==> config.mk <==
export PLATFORM = sky130hd
export DESIGN_NAME = sparse_polynomial_adder
export DESIGN_NICKNAME = d
export VERILOG_FILES = /design/src/sppa_pkg.sv /design/src/sppa_store.sv /design/src/sppa_unit.sv /design/src/sparse_polynomial_adder.sv
export SDC_FILE = /design/constraint.sdc
export NUM_CORES = 2
export LEC_CHECK = 0
export BUFFER_PORTS_ARGS = -buffer_cell sky130_fd_sc_hd__buf_2
export CAP_MARGIN = 15
export CORE_MARGIN = 8
export CORE_UTILIZATION = 45
export CTS_CLUSTER_SIZE = 24
export DETAILED_ROUTE_END_ITERATION = 12
export HOLD_SLACK_MARGIN = 0.1
export PLACE_DENSITY = 0.72
export SLEW_MARGIN = 25
export SYNTH_ARGS = -nofsm -noshare
export SYNTH_HDL_FRONTEND = slang
export SYNTH_SLANG_ARGS = --single-unit
==> constraint.sdc <==
create_clock -name clk -period 13.15 [get_ports clk]
set_input_delay 1.9725 -clock clk [delete_from_list [all_inputs] [get_ports clk]]
set_output_delay 1.9725 -clock clk [all_outputs]
set_load 0.02 [all_outputs]
==> src/sppa_pkg.sv <==
// Package for the sparse polynomial adder: defaults, kind codes, sequencer states, unit flags.
`default_nettype none
package sppa_pkg;

    localparam int DEF_MAX_TERMS = 32;
    localparam int DEF_COEF_BITS = 16;
    localparam int DEF_EXP_BITS  = 8;

    localparam int KIND_W = 2;

    localparam logic [KIND_W-1:0] KIND_LOAD_FIRST  = 2'd0;
    localparam logic [KIND_W-1:0] KIND_LOAD_SECOND = 2'd1;
    localparam logic [KIND_W-1:0] KIND_SUM         = 2'd2;

    typedef enum logic [2:0] {
        ST_IDLE,
        ST_INS_CHK,
        ST_INS_HEAD,
        ST_SUM_EMPTY,
        ST_MERGE
    } state_t;

    // Result of the shared compare unit.
    typedef struct packed {
        logic gt;      // a_exp > b_exp
        logic lt;      // a_exp < b_exp
        logic take_a;  // merge consumes the first head
        logic take_b;  // merge consumes the second head
    } cmp_t;

endpackage
`default_nettype wire

==> src/sppa_store.sv <==
// Term store: one write port and one registered read port.
`default_nettype none
module sppa_store #(
    parameter int DEPTH  = sppa_pkg::DEF_MAX_TERMS,
    parameter int DATA_W = sppa_pkg::DEF_COEF_BITS + sppa_pkg::DEF_EXP_BITS
) (
    input  wire logic                     clk,
    input  wire logic                     wr_en,
    input  wire logic [$clog2(DEPTH)-1:0] wr_addr,
    input  wire logic [DATA_W-1:0]        wr_data,
    input  wire logic [$clog2(DEPTH)-1:0] rd_addr,
    output logic      [DATA_W-1:0]        rd_data
);

    logic [DATA_W-1:0] mem [DEPTH];

    always_ff @(posedge clk)
    begin
        if (wr_en)
        begin
            mem[wr_addr] <= wr_data;
        end
    end

    always_ff @(posedge clk)
    begin
        rd_data <= mem[rd_addr];
    end

endmodule
`default_nettype wire

==> src/sppa_unit.sv <==
// Shared exponent compare, merge pick and coefficient adder.
`default_nettype none
module sppa_unit #(
    parameter int COEF_BITS = sppa_pkg::DEF_COEF_BITS,
    parameter int EXP_BITS  = sppa_pkg::DEF_EXP_BITS
) (
    input  wire logic        [EXP_BITS-1:0]  a_exp,
    input  wire logic        [EXP_BITS-1:0]  b_exp,
    input  wire logic signed [COEF_BITS-1:0] a_coef,
    input  wire logic signed [COEF_BITS-1:0] b_coef,
    input  wire logic                        a_has,
    input  wire logic                        b_has,
    output sppa_pkg::cmp_t                   cmp,
    output logic signed      [COEF_BITS:0]   sum
);
    import sppa_pkg::*;

    logic signed [COEF_BITS:0] a_ext;
    logic signed [COEF_BITS:0] b_ext;

    always_comb
    begin
        cmp.gt     = (a_exp > b_exp);
        cmp.lt     = (a_exp < b_exp);
        // equal heads take both; an exhausted side never gets picked
        cmp.take_a = !b_has || (a_has && !cmp.lt);
        cmp.take_b = !a_has || (b_has && !cmp.gt);
        a_ext      = cmp.take_a ? {a_coef[COEF_BITS-1], a_coef} : '0;
        b_ext      = cmp.take_b ? {b_coef[COEF_BITS-1], b_coef} : '0;
        sum        = a_ext + b_ext;
    end

endmodule
`default_nettype wire

==> src/sparse_polynomial_adder.sv <==
// Top level of the sparse polynomial adder: sequencer, two term stores, result register.
//
//  channel | signals                                   | role
//  --------+-------------------------------------------+---------------------------------
//  cmd     | cmd_valid, cmd_ready, kind, coefficient,  | load a term into a store, or
//          | exponent                                  | sum both stores and clear them
//  res     | res_valid, res_ready, sum_coefficient,    | merged terms, last beat flagged
//          | sum_exponent, empty_res, overflow, last   | by last
//
// Sequencing: a load into an empty or full store is handled in idle; otherwise the sequencer walks
// the store from its tail, one entry per cycle (move up or stop), plus one head write when
// every entry moves. A sum walks both stores and emits one beat per merged exponent.
// Reset: counts, overflow flag and state clear at once; no memory clearing pass.
// Stalls: cmd_ready is high only in idle; a held res beat stalls the merge walk, and the
// block still takes commands in idle while the last beat waits in the result register.
`default_nettype none
module sparse_polynomial_adder #(
    parameter int MAX_TERMS = sppa_pkg::DEF_MAX_TERMS,
    parameter int COEF_BITS = sppa_pkg::DEF_COEF_BITS,
    parameter int EXP_BITS  = sppa_pkg::DEF_EXP_BITS
) (
    input  wire logic                        clk,
    input  wire logic                        rst_n,
    input  wire logic                        cmd_valid,
    output logic                             cmd_ready,
    input  wire logic [sppa_pkg::KIND_W-1:0] kind,
    input  wire logic signed [COEF_BITS-1:0] coefficient,
    input  wire logic        [EXP_BITS-1:0]  exponent,
    output logic                             res_valid,
    input  wire logic                        res_ready,
    output logic signed      [COEF_BITS:0]   sum_coefficient,
    output logic             [EXP_BITS-1:0]  sum_exponent,
    output logic                             empty_res,
    output logic                             overflow,
    output logic                             last
);
    import sppa_pkg::*;

    localparam int AW     = $clog2(MAX_TERMS);
    localparam int CW     = $clog2(MAX_TERMS + 1);
    localparam int DATA_W = COEF_BITS + EXP_BITS;

    state_t state_reg, state_next;

    logic                 sel_reg, sel_next;          // 1: second store
    logic [COEF_BITS-1:0] new_coef_reg, new_coef_next;
    logic [EXP_BITS-1:0]  new_exp_reg, new_exp_next;
    logic [AW-1:0]        k_reg, k_next;              // walk position during insert
    logic [CW-1:0]        cnt1_reg, cnt1_next;
    logic [CW-1:0]        cnt2_reg, cnt2_next;
    logic [CW-1:0]        i_reg, i_next;
    logic [CW-1:0]        j_reg, j_next;
    logic                 ovf_reg, ovf_next;

    // result register
    logic                      rv_reg, rv_next;
    logic signed [COEF_BITS:0] rc_reg, rc_next;
    logic [EXP_BITS-1:0]       re_reg, re_next;
    logic                      rempty_reg, rempty_next;
    logic                      rovf_reg, rovf_next;   // flag as it stood when the beat formed
    logic                      rlast_reg, rlast_next;
    logic                      out_load;
    logic                      out_free;

    // store ports
    logic              wr_en, wr_sel;
    logic [AW-1:0]     wr_addr;
    logic [DATA_W-1:0] wr_data;
    logic [AW-1:0]     rd_addr1, rd_addr2;
    logic [DATA_W-1:0] rd_data1, rd_data2;

    // shared unit operands
    logic        [EXP_BITS-1:0]  ua_exp, ub_exp;
    logic signed [COEF_BITS-1:0] ua_coef, ub_coef;
    logic                        ua_has, ub_has;
    cmp_t                        ucmp;
    logic signed [COEF_BITS:0]   usum;

    logic [DATA_W-1:0] d_sel;      // entry read from the store being inserted into
    logic              ld_sel;
    logic [CW-1:0]     ld_cnt;
    logic              move;
    logic              last_beat;

    sppa_store #(.DEPTH(MAX_TERMS), .DATA_W(DATA_W)) u_first (
        .clk     (clk),
        .wr_en   (wr_en && !wr_sel),
        .wr_addr (wr_addr),
        .wr_data (wr_data),
        .rd_addr (rd_addr1),
        .rd_data (rd_data1)
    );

    sppa_store #(.DEPTH(MAX_TERMS), .DATA_W(DATA_W)) u_second (
        .clk     (clk),
        .wr_en   (wr_en && wr_sel),
        .wr_addr (wr_addr),
        .wr_data (wr_data),
        .rd_addr (rd_addr2),
        .rd_data (rd_data2)
    );

    sppa_unit #(.COEF_BITS(COEF_BITS), .EXP_BITS(EXP_BITS)) u_unit (
        .a_exp  (ua_exp),
        .b_exp  (ub_exp),
        .a_coef (ua_coef),
        .b_coef (ub_coef),
        .a_has  (ua_has),
        .b_has  (ub_has),
        .cmp    (ucmp),
        .sum    (usum)
    );

    assign d_sel    = sel_reg ? rd_data2 : rd_data1;
    assign out_free = !rv_reg || res_ready;

    // Operand mux: insert compares the new exponent to the read entry,
    // merge compares the two store heads.
    always_comb
    begin
        if (state_reg == ST_MERGE)
        begin
            ua_exp  = rd_data1[EXP_BITS-1:0];
            ub_exp  = rd_data2[EXP_BITS-1:0];
            ua_coef = rd_data1[DATA_W-1:EXP_BITS];
            ub_coef = rd_data2[DATA_W-1:EXP_BITS];
            ua_has  = (i_reg < cnt1_reg);
            ub_has  = (j_reg < cnt2_reg);
        end
        else
        begin
            ua_exp  = new_exp_reg;
            ub_exp  = d_sel[EXP_BITS-1:0];
            ua_coef = new_coef_reg;
            ub_coef = d_sel[DATA_W-1:EXP_BITS];
            ua_has  = 1'b1;
            ub_has  = 1'b1;
        end
    end

    always_comb
    begin
        state_next    = state_reg;
        sel_next      = sel_reg;
        new_coef_next = new_coef_reg;
        new_exp_next  = new_exp_reg;
        k_next        = k_reg;
        cnt1_next     = cnt1_reg;
        cnt2_next     = cnt2_reg;
        i_next        = i_reg;
        j_next        = j_reg;
        ovf_next      = ovf_reg;

        wr_en    = 1'b0;
        wr_sel   = sel_reg;
        wr_addr  = '0;
        wr_data  = '0;
        rd_addr1 = i_reg[AW-1:0];
        rd_addr2 = j_reg[AW-1:0];

        out_load    = 1'b0;
        rc_next     = rc_reg;
        re_next     = re_reg;
        rempty_next = rempty_reg;
        rovf_next   = rovf_reg;
        rlast_next  = rlast_reg;

        cmd_ready = (state_reg == ST_IDLE);
        ld_sel    = (kind == KIND_LOAD_SECOND);
        ld_cnt    = ld_sel ? cnt2_reg : cnt1_reg;
        move      = (k_reg == '0) ? ucmp.gt : !ucmp.lt;
        last_beat = 1'b0;

        case (state_reg)
            ST_IDLE:
            begin
                if (cmd_valid)
                begin
                    case (kind)
                        KIND_LOAD_FIRST, KIND_LOAD_SECOND:
                        begin
                            sel_next      = ld_sel;
                            new_coef_next = coefficient;
                            new_exp_next  = exponent;
                            if (ld_cnt == CW'(MAX_TERMS))
                            begin
                                ovf_next = 1'b1;
                            end
                            else if (ld_cnt == '0)
                            begin
                                wr_en   = 1'b1;
                                wr_sel  = ld_sel;
                                wr_addr = '0;
                                wr_data = {coefficient, exponent};
                                if (ld_sel)
                                    cnt2_next = cnt2_reg + CW'(1);
                                else
                                    cnt1_next = cnt1_reg + CW'(1);
                            end
                            else
                            begin
                                // start at the tail and walk down
                                k_next = AW'(ld_cnt - CW'(1));
                                if (ld_sel)
                                    rd_addr2 = AW'(ld_cnt - CW'(1));
                                else
                                    rd_addr1 = AW'(ld_cnt - CW'(1));
                                state_next = ST_INS_CHK;
                            end
                        end
                        KIND_SUM:
                        begin
                            if (cnt1_reg == '0 && cnt2_reg == '0)
                            begin
                                state_next = ST_SUM_EMPTY;
                            end
                            else
                            begin
                                i_next     = '0;
                                j_next     = '0;
                                rd_addr1   = '0;
                                rd_addr2   = '0;
                                state_next = ST_MERGE;
                            end
                        end
                        default:
                        begin
                            // unused kind: dropped
                        end
                    endcase
                end
            end

            ST_INS_CHK:
            begin
                wr_en   = 1'b1;
                wr_addr = k_reg + AW'(1);
                if (move)
                begin
                    wr_data = d_sel;
                    if (k_reg == '0)
                    begin
                        state_next = ST_INS_HEAD;
                    end
                    else
                    begin
                        k_next = k_reg - AW'(1);
                        if (sel_reg)
                            rd_addr2 = k_reg - AW'(1);
                        else
                            rd_addr1 = k_reg - AW'(1);
                    end
                end
                else
                begin
                    wr_data = {new_coef_reg, new_exp_reg};
                    if (sel_reg)
                        cnt2_next = cnt2_reg + CW'(1);
                    else
                        cnt1_next = cnt1_reg + CW'(1);
                    state_next = ST_IDLE;
                end
            end

            ST_INS_HEAD:
            begin
                wr_en   = 1'b1;
                wr_addr = '0;
                wr_data = {new_coef_reg, new_exp_reg};
                if (sel_reg)
                    cnt2_next = cnt2_reg + CW'(1);
                else
                    cnt1_next = cnt1_reg + CW'(1);
                state_next = ST_IDLE;
            end

            ST_SUM_EMPTY:
            begin
                if (out_free)
                begin
                    out_load    = 1'b1;
                    rc_next     = '0;
                    re_next     = '0;
                    rempty_next = 1'b1;
                    rovf_next   = ovf_reg;
                    rlast_next  = 1'b1;
                    state_next  = ST_IDLE;
                end
            end

            ST_MERGE:
            begin
                if (out_free)
                begin
                    i_next    = i_reg + CW'(ucmp.take_a);
                    j_next    = j_reg + CW'(ucmp.take_b);
                    rd_addr1  = i_next[AW-1:0];
                    rd_addr2  = j_next[AW-1:0];
                    last_beat = (i_next >= cnt1_reg) && (j_next >= cnt2_reg);

                    out_load    = 1'b1;
                    rc_next     = usum;
                    re_next     = ucmp.take_a ? ua_exp : ub_exp;
                    rempty_next = 1'b0;
                    rovf_next   = ovf_reg;
                    rlast_next  = last_beat;
                    if (last_beat)
                    begin
                        cnt1_next  = '0;
                        cnt2_next  = '0;
                        state_next = ST_IDLE;
                    end
                end
            end

            default:
            begin
                state_next = ST_IDLE;
            end
        endcase

        if (out_load)
            rv_next = 1'b1;
        else if (res_ready)
            rv_next = 1'b0;
        else
            rv_next = rv_reg;
    end

    always_ff @(posedge clk or negedge rst_n)
    begin
        if (!rst_n)
        begin
            state_reg <= ST_IDLE;
            cnt1_reg  <= '0;
            cnt2_reg  <= '0;
            i_reg     <= '0;
            j_reg     <= '0;
            k_reg     <= '0;
            sel_reg   <= 1'b0;
            ovf_reg   <= 1'b0;
            rv_reg    <= 1'b0;
        end
        else
        begin
            state_reg <= state_next;
            cnt1_reg  <= cnt1_next;
            cnt2_reg  <= cnt2_next;
            i_reg     <= i_next;
            j_reg     <= j_next;
            k_reg     <= k_next;
            sel_reg   <= sel_next;
            ovf_reg   <= ovf_next;
            rv_reg    <= rv_next;
        end
    end

    // payload registers
    always_ff @(posedge clk)
    begin
        new_coef_reg <= new_coef_next;
        new_exp_reg  <= new_exp_next;
        rc_reg       <= rc_next;
        re_reg       <= re_next;
        rempty_reg   <= rempty_next;
        rovf_reg     <= rovf_next;
        rlast_reg    <= rlast_next;
    end

    assign res_valid       = rv_reg;
    assign sum_coefficient = rc_reg;
    assign sum_exponent    = re_reg;
    assign empty_res       = rempty_reg;
    assign overflow        = rovf_reg;
    assign last            = rlast_reg;

endmodule
`default_nettype wire

==> impl_metrics.toml <==
[placed_design]
place_area_um2 = 71500
post-place-ws_ns = 4.85
gp_congestion = 0.936
dp_hpwl_um = 113000
io_buffers = 59

[synth]
yosys_warnings = 0
ys_async_sr_fraction_pct = 2.09
synth_nets = 4861
synth_edf_count = 1588
seq_area_frac_synth_pct = 72.1
syn-cell-area_um2 = 68700
synth_area_per_cell_um2 = 14.4
synthDistinctLibCells = 89
ys_seq_elements = 1671
netlist_instances = 4773
yosys_most_used_dff = "edfxtp_1"

[cts]
cts_tree = "yes"
cts_resized = 0
root_buffer = "clkbuf_16"
cts_max_level = 4
postCtsSetupRepairBufs = 0
clockBufferDepth = 3
clkTransAtPathRegs_ns = 0.07
postCtsHoldBufs = 0
cts_buffers = 158
cts.sinks = 1671
clk_latency_ns = 0.80

[critical_path]
crit_required_ns = 13.77
arrival_ns = 9.18
end_kind = "flip-flop"
cp_max_fo = 158
worstSetupPathType = "reg2reg"
reg2reg_slack_ns = 4.59
start_kind = "flip-flop"

[power]
seq_power_share_pct = 41.0
p_per_area_nw_per_um2 = 245
p_comb_share_pct = 35.3
total_power_mw = 18.7
leakage_nw = 25.4
peakVddDrop_uv = 214
switching_power_mw = 7.14
sw_frac_of_total_pct = 38.1
p_int_mw = 11.6
pwr-share-clk_pct = 23.7

[grt]
grt_pass1_wl_um = 278000
grt_usage_pct = 22.8
grt_start_max_net_pins = 159
antenna_found_initial = 15
grt_pass1_vias = 40500
overflow = 0

[timing]
min_period_ns = 8.56
fin_skew_ns = 0.0318
setup_viol = 0
fmax_ghz = 0.117
period_share_pct = 65.1
tightest_slew_ns = 1.05
drv_slew = 0
hold_viol = 0
relSlewSlack_pct = 29.7
rsz0062_at_grt = "no"
hold-worst-slack_ns = 0.499
timing.final.ws_setup_ns = 4.59
tns_ns = 0

[final_layout]
mostFrequentLayoutCell = "edfxtp_1"
final_cell_mix = "edfxtp_1, nand2_1, mux2i_1"
multi_input_area_um2 = 17900
fillers = 12400
drive_above_1_share_pct = 12.0
post-route-cell-area_um2 = 76600
seqCellArea_um2 = 49500
top_regs = "u_first.mem: 768 flops, u_second.mem: 768 flops"
area_delta_synth_final_pct = 11.5
fin_nets = 4925

[die]
rows = 143
start_util_pct = 45.3
die_w_um = 407
die_h_um = 407
io_pins = 60
die_area_um2 = 165000
core-area_um2 = 152000

[routing]
ant_nets = 0
drt_pass1_iterations = 6
via_count = 42700
finalWirelength_um = 194000
first_iter_violations = 6042
post-route-drc-count = 0
avgViaCountPerCell = 6.10
routedWlPerCell_um = 27.7

[job]
cap_viol_max_count = 0

[status]
status = "finished, final reports clean"

[hold_path]
hp-class = "reg2reg"
cells in the mapped netlist, types with 5 or more instances:
| library cell | instances | area [µm²] |
|---|---|---|
| a2111oi_0 | 28 | 245 |
| a2111oi_1 | 5 | 50.1 |
| a2111oi_2 | 20 | 300 |
| a211o_1 | 6 | 52.6 |
| a211oi_1 | 39 | 293 |
| a21o_1 | 20 | 150 |
| a21oi_1 | 100 | 500 |
| a221o_1 | 27 | 270 |
| a311oi_1 | 25 | 219 |
| a31oi_1 | 29 | 181 |
| a32oi_1 | 190 | 1660 |
| and2_1 | 5 | 31.3 |
| and3_1 | 8 | 50.1 |
| buf_1 | 9 | 33.8 |
| buf_2 | 102 | 510 |
| buf_4 | 33 | 248 |
| buf_6 | 13 | 146 |
| clkbuf_1 | 133 | 499 |
| dfrtp_1 | 35 | 876 |
| dfxtp_1 | 48 | 961 |
| edfxtp_1 | 1588 | 47700 |
| ha_1 | 57 | 713 |
| inv_1 | 60 | 225 |
| mux2_2 | 5 | 56.3 |
| mux2i_1 | 462 | 4620 |
| nand2_1 | 931 | 3490 |
| nand2b_1 | 16 | 100 |
| nand3_1 | 227 | 1140 |
| nand4_1 | 76 | 475 |
| nor2_1 | 163 | 612 |
| nor2b_1 | 8 | 50.1 |
| nor3_1 | 22 | 110 |
| nor3_2 | 6 | 60.1 |
| nor4_1 | 5 | 31.3 |
| o211ai_1 | 7 | 52.6 |
| o21a_1 | 5 | 37.5 |
| o21ai_0 | 86 | 430 |
| o21ai_1 | 11 | 55.1 |
| o22ai_1 | 55 | 344 |
| or3_1 | 12 | 75.1 |
| xnor2_1 | 16 | 140 |
| xor2_1 | 11 | 96.3 |
final cells by class:
type | instances | area share (%)
clock buffer | 207 | 5.54
multi-input combinational | 2747 | 23.3
clock inverter | 82 | 0.985
timing repair buffer | 196 | 1.79
antenna | 6 | 0.0196
inverter | 63 | 0.320
sequential | 1671 | 64.7
tap | 2030 | 3.32
kinds of logic (layout without fill, tap and decap cells):
kind of cell / Yosys count / in the layout / share of synthesized area, %
other cells: 0 / 6 / 0
buf+inv: 355 / 548 / 2.49
simple gates: 1500 / 1500 / 9.38
xor+xnor: 27 / 27 / 0.344
mux: 469 / 469 / 6.88
fa+ha+maj: 58 / 58 / 1.07
compound gates: 693 / 693 / 7.71
flops: 1671 / 1671 / 72.1
worst max-delay path, stage by stage, from the launching register on:
cell	delay, ns
dfrtp_1	0.59
inv_1	0.36
nor3_4	0.10
inv_4	0.29
buf_4	0.72
o21ai_0	0.18
ha_1	0.34
nor2b_1	0.13
o211ai_1	0.29
a21oi_1	0.26
o22ai_1	0.59
o22ai_2	0.16
buf_4	0.25
inv_1	0.10
ha_1	0.16
ha_1	0.20
nand3_1	0.09
mux2_2	0.23
a221o_1	0.17
or3_4	0.56
buf_12	0.67
buf_4	0.95
mux2i_1	0.31
a32oi_1	0.09
nand4_1	0.15
nand4_1	0.08
power groups by stage:
| stage | combinational [mW] | sequential [mW] | clock [mW] |
|---|---|---|---|
| 6_report | 6.61 | 7.68 | 4.44 |
| 5_1_grt | 7.00 | 7.69 | 4.68 |
| 4_1_cts | 6.49 | 7.67 | 4.48 |
| 3_5_place_dp | 6.45 | 7.77 | 0 |
| 3_3_place_gp | 6.29 | 7.77 | 0 |
| 2_1_floorplan | 4.00 | 7.63 | 0 |
worst paths after layout:
| check | cells after the start | startpoint | to |
|---|---|---|---|
| max | 25 | state_reg[2] | u_second.rd_data[19] |
| min | 0 | ovf_reg | overflow |
| max reg2reg | 25 | state_reg[2] | u_second.rd_data[19] |
| min reg2reg | 0 | ovf_reg | overflow |
| max in group asynchronous | 1 | rst_n | sel_reg |
| min in group asynchronous | 1 | rst_n | state_reg[0] |
per-stage QoR:
| step | cells | utilization [%] |
|---|---|---|
| after floorplan | 4773 | - |
| after global placement | 6705 | 47.1 |
| after detailed placement | 6706 | 47.1 |
| after CTS | 6995 | 50.4 |
| after global routing | 6998 | 50.5 |
| final | 7002 | 50.5 |
routing by layer:
metal	vias to the layer above	wire length (µm)	track usage, %
li1	18400	-	-
met1	21400	75400	31.4
met2	2580	86800	34.3
met3	396	23800	6.36
met4	4	8240	9.22
met5	-	26	0
(Power assumes the default switching activity.)
